===== config.mk =====
export PLATFORM = sky130hd
export DESIGN_NAME = acf_nle_front
export DESIGN_NICKNAME = d
export VERILOG_FILES = /design/src/design/acf_nle_pkg.sv /design/src/design/acf_nle_front.sv
export SDC_FILE = /design/constraint.sdc
export NUM_CORES = 1
export LEC_CHECK = 0
export ABC_AREA = 1
export BUFFER_PORTS_ARGS = -buffer_cell sky130_fd_sc_hd__buf_2
export CAP_MARGIN = 0
export CELL_PAD_IN_SITES_DETAIL_PLACEMENT = 1
export CELL_PAD_IN_SITES_GLOBAL_PLACEMENT = 1
export CORE_ASPECT_RATIO = 0.6
export CORE_UTILIZATION = 47
export CTS_CLUSTER_DIAMETER = 120
export DETAILED_ROUTE_END_ITERATION = 10
export GPL_ROUTABILITY_DRIVEN = 0
export PLACE_DENSITY_LB_ADDON = 0.1
export SYNTH_ARGS = -nofsm -noshare
export SYNTH_HDL_FRONTEND = slang
export SYNTH_SLANG_ARGS = --single-unit

===== constraint.sdc =====
create_clock -name clock -period 7.2 [get_ports clock]
set_input_delay 0.36 -clock clock [delete_from_list [all_inputs] [get_ports clock]]
set_output_delay 0.36 -clock clock [all_outputs]
set_load 0.005 [all_outputs]

===== src/design/acf_nle_pkg.sv =====
// shared types and constants of the acf noise level estimator
package acf_nle_pkg;

   localparam int SAMPLE_WIDTH_DEFAULT = 32;
   localparam int FRACTION_BITS_DEFAULT = 8;
   localparam int DATA_W = 32;
   localparam int NOISE_W = 40;
   localparam int COUNT_W = 16;
   localparam int SUM_W = 56;
   localparam int SQSUM_W = 64;
   localparam int AVG_W = 10;
   localparam int UNIT_W = 64;
   localparam int ROOT_W = 32;
   localparam int BAND_W = 40;
   localparam int QUEUE_DEPTH = 2;

   typedef struct packed {
      logic signed [DATA_W-1:0] sample_re;
      logic signed [DATA_W-1:0] sample_im;
      logic                     lag_zero;
      logic                     lag_bad;
      logic                     last_of_record;
   } req_type;

   typedef struct packed {
      logic [NOISE_W-1:0] noise_level;
      logic               fallback_used;
      logic [COUNT_W-1:0] lags_used;
   } rsp_type;

   typedef enum logic [1:0] {
      KIND_OPEN = 2'b00,
      KIND_DATA = 2'b01,
      KIND_SKIP = 2'b10
   } kind_type;

   typedef struct packed {
      logic signed [DATA_W-1:0] re;
      logic signed [DATA_W-1:0] im;
      kind_type                 kind;
      logic                     last;
   } item_type;

   typedef struct packed {
      logic [DATA_W-1:0] min_power;
      logic [AVG_W-1:0]  averages;
   } cfg_type;

   typedef enum logic {
      CSR_MIN_POWER = 1'b0,
      CSR_AVERAGES  = 1'b1
   } csr_index_type;

endpackage


===== src/design/acf_nle_front.sv =====
// front end: takes beats, classifies lags and queues them for the back end
module acf_nle_front #(
   parameter int SampleWidth = acf_nle_pkg::SAMPLE_WIDTH_DEFAULT
) (
   input  logic                  clock,
   input  logic                  reset,
   input  logic                  start,
   output logic                  busy,
   input  acf_nle_pkg::req_type  req_in,
   output logic                  item_valid,
   output acf_nle_pkg::item_type item_out,
   input  logic                  item_pop
);

   localparam int D = acf_nle_pkg::QUEUE_DEPTH;
   localparam int PW = $clog2(D);

   acf_nle_pkg::item_type entry_ff [D];
   acf_nle_pkg::item_type item_new;
   logic [PW-1:0] wr_ptr_ff, wr_ptr_in;
   logic [PW-1:0] rd_ptr_ff, rd_ptr_in;
   logic [PW:0]   fill_ff, fill_in;
   logic          push;
   logic          pop;
   logic signed [SampleWidth-1:0] re_low;
   logic signed [SampleWidth-1:0] im_low;

   // sign extend the low sample bits and classify the lag
   always_comb begin
      re_low = req_in.sample_re[SampleWidth-1:0];
      im_low = req_in.sample_im[SampleWidth-1:0];
      item_new.re = acf_nle_pkg::DATA_W'(re_low);
      item_new.im = acf_nle_pkg::DATA_W'(im_low);
      item_new.last = req_in.last_of_record;
      if (req_in.lag_zero) begin
         item_new.kind = acf_nle_pkg::KIND_OPEN;
      end else if (req_in.lag_bad) begin
         item_new.kind = acf_nle_pkg::KIND_SKIP;
      end else begin
         item_new.kind = acf_nle_pkg::KIND_DATA;
      end
   end

   // queue pointers
   always_comb begin
      busy = (fill_ff == (PW+1)'(D));
      push = start && !busy;
      pop = item_pop && (fill_ff != '0);
      wr_ptr_in = push ? wr_ptr_ff + PW'(1) : wr_ptr_ff;
      rd_ptr_in = pop ? rd_ptr_ff + PW'(1) : rd_ptr_ff;
      fill_in = fill_ff + (PW+1)'(push) - (PW+1)'(pop);
   end

   always_ff @(posedge clock) begin
      if (reset) begin
         wr_ptr_ff <= '0;
         rd_ptr_ff <= '0;
         fill_ff <= '0;
      end else begin
         wr_ptr_ff <= wr_ptr_in;
         rd_ptr_ff <= rd_ptr_in;
         fill_ff <= fill_in;
      end
   end

   // queue storage
   always_ff @(posedge clock) begin
      if (push) begin
         entry_ff[wr_ptr_ff] <= item_new;
      end
   end

   assign item_valid = (fill_ff != '0);
   assign item_out = entry_ff[rd_ptr_ff];

endmodule


==> impl_metrics.py, run 1 <==
metrics = {
    "setup_path": {
        "r2r_setup_slack_ns": 4.94,
        "reg2reg_from": "fill_ff[0]",
        "setup.worst_path.end_class": "primary output",
        "startpoint_type": "register",
        "reg2reg_depth": 5,
        "crit_arrival_ns": 2.06,
        "cp_max_fo": 67,
        "crit_type": "reg -> out",
        "reg2reg_to": "entry_ff[0][37]",
        "required_ns": 6.84,
    },
    "final_layout": {
        "final_nets": 476,
        "multi_input_area_um2": 996,
        "area_growth_syn_to_layout_pct": 27.7,
        "fill_cells": 989,
        "final_util_pct": 62.4,
        "drive_gt1_share_pct": 57.8,
        "antenna_cells": 0,
        "seqCellArea_um2": 4130,
    },
    "clock_tree": {
        "cts_resized": 0,
        "clock_sinks": 139,
        "clk_pin_slew_worst_paths_ns": 0.06,
        "cts_hold_buf": 0,
        "cts_made_buffers": 17,
        "insertion_delay_ns": 0.41,
        "cts_setup_buffers": 0,
        "clockBufferDepth": 2,
        "htree_levels": 4,
        "clock-root-buffer": "clkbuf_16",
        "cts_tree": "yes",
    },
    "grt": {
        "gr-total-overflow": 0,
        "grt_use_total_pct": 18.0,
        "grt_pass1_vias": 2928,
        "grt_antenna_before_repair": 2,
        "grt_max_degree": 68,
        "grt_pass1_wl_um": 14900,
    },
    "detailed_routing": {
        "num_vias": 2769,
        "via_per_inst": 5.00,
        "drc": 0,
        "first_pass_iters": 6,
        "wl_um": 9850,
        "wl_per_cell_um": 17.8,
        "postRouteAntennaNets": 0,
        "drt_iter0_drc": 97,
    },
    "sta": {
        "worst_pin_slew_ns": 1.07,
        "report.final.slew_viol_count": 0,
        "period_needed_ns": 2.42,
        "slew-limit-headroom_pct": 28.5,
        "setup_tns_ns": 0,
        "hold-worst-slack_ns": 0.136,
        "hold_viol": 0,
        "rsz0062_at_grt": "no",
        "clock.fmax_ghz": 0.414,
        "finalCritPeriodShare_pct": 33.6,
        "fin_skew_ns": 0.00642,
        "setup_viol": 0,
    },
    "yosys": {
        "synth-seq-area-share_pct": 79.2,
        "post_synth.cell_area_avg_um2": 20.8,
        "syn_area_um2": 5210,
        "yosysTopAreaCell": "edfxtp_1",
        "synth_cells": 250,
        "ys_types": 13,
        "ys_ff_latch": 139,
        "synth.top_cell.area_share_pct": 77.2,
        "yosys_warnings": 0,
        "synth_area_leaders": "edfxtp_1 (77%), mux2_4 (8.6%), mux2_2 (8.0%)",
        "synth_fp_nets": 323,
    },
    "floorplan": {
        "die_h_um": 83.6,
        "dieWidth_um": 138,
        "initial_utilization_pct": 48.8,
        "design.die.area_um2": 11500,
        "io-pin-count": 140,
        "rows": 29,
        "core_um2": 10700,
    },
    "pwr": {
        "powerDensity_nw_per_um2": 369,
        "total_power_mw": 2.46,
        "irDropWorstVdd_v": 0.000191,
        "p_leak_nw": 2.61,
    },
    "worst_hold_path": {
        "min_path_cells": 2,
        "min_to": "fill_ff[0]",
        "hp-start": "reset",
        "hold_path_class": "in -> reg",
    },
    "placement": {
        "post-dp-hpwl_um": 6310,
        "port_buffers": 139,
    },
    "outcome": {
        "status": "finished clean",
    },
    "flow_run": {
        "cap_violations": 0,
    },
}
==> critical path: stages (launching register included) <==
cell     delay [ns]
dfxtp_4        1.06
mux2_2         0.44
buf_2          0.13
==> where the power goes <==
part / internal [mW] / leakage, nW / switching, mW
logic: 0.259 / 1.03 / 0.202
registers: 1.03 / 1.29 / 0.0821
clock network: 0.572 / 0.289 / 0.314
==> area by class of cell <==
type / instances / share of cell area, %
Timing Repair Buffer: 141 / 10.7
Sequential cell: 139 / 62.0
Tap cell: 139 / 2.61
Clock buffer: 17 / 6.39
Multi-Input combinational cell: 93 / 15.0
Inverter: 11 / 0.621
Clock inverter: 14 / 2.69
==> stage by stage <==
step	instances	area [um^2]	worst slack [ns]
6_report	554	6650	4.78
5_1_grt	554	6650	4.66
4_1_cts	554	6650	4.72
3_5_place_dp	523	6050	4.95
3_3_place_gp	523	6050	5.02
2_1_floorplan	250	5210	3.35
==> routing by layer <==
layer | vias to the layer above | wire, um | GRT usage [%] | part of all wire, %
met5 | - | 24 | 0 | 0.24
met4 | 4 | 122 | 8.20 | 1.2
met3 | 17 | 886 | 7.77 | 9.0
met2 | 97 | 4690 | 28.8 | 48
met1 | 1383 | 4120 | 21.0 | 42
li1 | 1268 | - | - | -
==> synthesized netlist by cell type, drive strengths merged <==
master and number:
a21oi 2, buf 7, dfxtp 5, edfxtp 134
ha 2, inv 11, mux2 67, nand2 8
nand3 3, nor2 11
==> how the worst max path moves through the flow <==
stage                            to  slack (ns)        from
floorplan            entry_ff[0][0]        3.35  fill_ff[0]
global placement    entry_ff[0][40]        5.02  fill_ff[0]
detailed placement  entry_ff[0][40]        4.95  fill_ff[0]
CTS                    item_out[56]        4.72    register
global route           item_out[56]        4.66    register
finish                 item_out[56]        4.78    register
==> placed cells by master (no fill, tap or decap) <==
cell	count
clkinv_2	4
a21oi_1	2
nor2_4	1
nor2_1	10
edfxtp_1	134
buf_2	139
clkinv_4	1
clkinv_1	2
inv_2	1
ha_1	2
inv_1	10
nand3_1	3
bufinv_16	4
clkbuf_16	17
clkinvlp_4	3
dfxtp_4	1
buf_4	2
dfxtp_1	4
nand2_1	8
mux2_4	30
mux2_2	37
==> sequential cells by signal, summed over array words and instances (netlist names), named ones only <==
name       flops
rd_ptr_ff      1
fill_ff        2
wr_ptr_ff      1
entry_ff     134
==> kinds of logic after synthesis <==
family / Yosys count / share of synthesized area [%]
multiplexers: 67 / 16.6
flip-flops: 139 / 79.2
buffers and inverters: 18 / 1.87
AND/OR/NAND/NOR: 22 / 1.66
adder cells (fa/ha/maj): 2 / 0.480
AO/OA/AOI/OAI: 2 / 0.192
(Power assumes the default switching activity.)
==> run 2, diff against run 1 <==
CORE_UTILIZATION = 39   (was 47)
clock period = 2.1 ns   (was 7.2 ns; I/O delays follow)
==> run 2 against run 1 <==
Effect of this change:
- clock-buffer cell count increased by 1
- final cell count increased by 19%
- register-to-register slack got worse by 4.5 ns
- highest routed layer is now met4
- core utilization decreased by 4.8 points
- sequential power increased to 3.3 times the previous value
- largest cell class unchanged
- combinational power increased to 4.2 times the previous value
==> impl_metrics.py, run 2 (synthesis gave the netlist of run 1 again) <==
metrics = {
    "detailed_routing": {
        "drt_iter0_drc": 166,
        "postRouteAntennaNets": 0,
        "wl_um": 10900,
        "via_per_inst": 4.55,
        "drc": 0,
        "wl_per_cell_um": 16.5,
        "first_pass_iters": 4,
        "num_vias": 3003,
    },
    "setup_path": {
        "r2r_setup_slack_ns": 0.41,
        "reg2reg_from": "fill_ff[0]",
        "setup.worst_path.end_class": "primary output",
        "cp_max_fo": 35,
        "crit_type": "reg -> out",
        "reg2reg_to": "fill_ff[1]",
        "reg2reg_depth": 11,
        "startpoint_type": "register",
        "crit_arrival_ns": 1.76,
        "required_ns": 2.00,
    },
    "floorplan": {
        "core_um2": 12900,
        "rows": 32,
        "die_h_um": 91.5,
        "initial_utilization_pct": 40.3,
        "io-pin-count": 140,
        "design.die.area_um2": 13800,
        "dieWidth_um": 151,
    },
    "clock_tree": {
        "clk_pin_slew_worst_paths_ns": 0.06,
        "cts_tree": "yes",
        "insertion_delay_ns": 0.42,
        "clock-root-buffer": "clkbuf_16",
        "htree_levels": 4,
        "cts_setup_buffers": 0,
        "clock_sinks": 139,
        "clockBufferDepth": 2,
        "cts_made_buffers": 17,
    },
    "grt": {
        "grt_use_total_pct": 16.7,
        "grt_pass1_vias": 3239,
        "grt_antenna_before_repair": 0,
        "grt_max_degree": 42,
        "gr-total-overflow": 0,
        "grt_pass1_wl_um": 16600,
    },
    "sta": {
        "worst_pin_slew_ns": 0.504,
        "report.final.slew_viol_count": 0,
        "period_needed_ns": 1.87,
        "finalWorstSetupSlack_ns": 0.231,
        "hold_viol": 0,
        "rsz0062_at_grt": "no",
        "finalCritPeriodShare_pct": 89.0,
        "fin_skew_ns": 0.0102,
        "setup_viol": 0,
        "clock.fmax_ghz": 0.535,
        "hold-worst-slack_ns": 0.0198,
        "slew-limit-headroom_pct": 66.4,
        "setup_tns_ns": 0,
    },
    "placement": {
        "place_area_um2": 6170,
        "place_ws_ns": 0.466,
        "place_inst": 558,
        "port_buffers": 139,
        "post-dp-hpwl_um": 6620,
    },
    "final_layout": {
        "final_cells": 660,
        "final_util_pct": 57.6,
        "final_common_cell": "buf_2",
        "drive_gt1_share_pct": 50.0,
        "area_growth_syn_to_layout_pct": 43.0,
        "top_regs": "entry_ff: 134 flops, fill_ff: 2 flops",
        "layout_common_cells": "buf_2 (139), edfxtp_1 (134), dlygate4sd3_1 (70)",
        "regMostFlops": "entry_ff",
        "antenna_cells": 0,
        "largest_reg_flops": 134,
        "design_area_um2": 7450,
        "final_nets": 550,
    },
    "pwr": {
        "irDropWorstVdd_v": 0.000646,
        "powerDensity_nw_per_um2": 1140,
        "p_leak_nw": 2.91,
        "total_power_mw": 8.49,
    },
    "worst_hold_path": {
        "min_to": "entry_ff[0][2]",
        "hold_path_class": "in -> reg",
        "hp-start": "req_in[2]",
        "min_path_cells": 2,
    },
    "outcome": {
        "status": "finished clean",
    },
    "flow_run": {
        "cap_violations": 0,
    },
}
run 2: cell count changes in the layout (fill, tap and decap cells not counted), sizes merged:
cell	before	now
bufinv	4	2
clkinv	7	4
dlygate4sd3	0	70
buf	141	145
clkinvlp	3	6
clkbuf	17	18
inv	11	13
run 2: timing repair:
| action | in CTS | in global routing |
|---|---|---|
| gates resized for setup | 0 | 0 |
| hold endpoints to repair | 137 | 0 |
| hold buffers | 70 | 0 |
run 2: worst max-delay path: stages, from the launching register on:
cell and delay (ns):
dfxtp_4 0.36, buf_4 0.44, mux2_2 0.42, buf_2 0.13
run 2: worst max path at each step:
| stage | endpoint | cells past startpoint | slack [ns] | from |
|---|---|---|---|---|
| global placement | fill_ff[1] | 10 | 0.59 | fill_ff[0] |
| finish | item_out[5] | 3 | 0.23 | register |
| detailed placement | fill_ff[1] | 10 | 0.47 | fill_ff[0] |
| global route | item_out[6] | 3 | 0.14 | register |
| floorplan | entry_ff[0][0] | 4 | 0.10 | fill_ff[0] |
| CTS | item_out[6] | 3 | 0.19 | register |
run 2: metal layers:
layer  up-vias  wire, um  share of wire (%)  global-route usage [%]
met5         -         0                  0                       0
met4         0       150                1.4                    8.00
met2       101      5190                 48                    27.0
met1      1474      4660                 43                    19.5
li1       1417         -                  -                       -
met3        11       872                8.0                    6.43
run 2: report_power, final:
part	leakage (nW)	internal (mW)	total, mW	switching, mW
logic	1.35	1.03	1.94	0.913
clock network	0.267	1.75	2.92	1.17
registers	1.29	3.52	3.63	0.107
total	2.91	6.30	8.49	2.19
run 2: area by class of cell:
| cell class | count | area (um^2) |
|---|---|---|
| clock inverter | 14 | 146 |
| fill | 1224 | 5480 |
| sequential | 139 | 4130 |
| multi-input combinational | 93 | 996 |
| timing repair buffer | 215 | 1490 |
| tap | 170 | 213 |
| inverter | 11 | 45.0 |
| clock buffer | 18 | 429 |
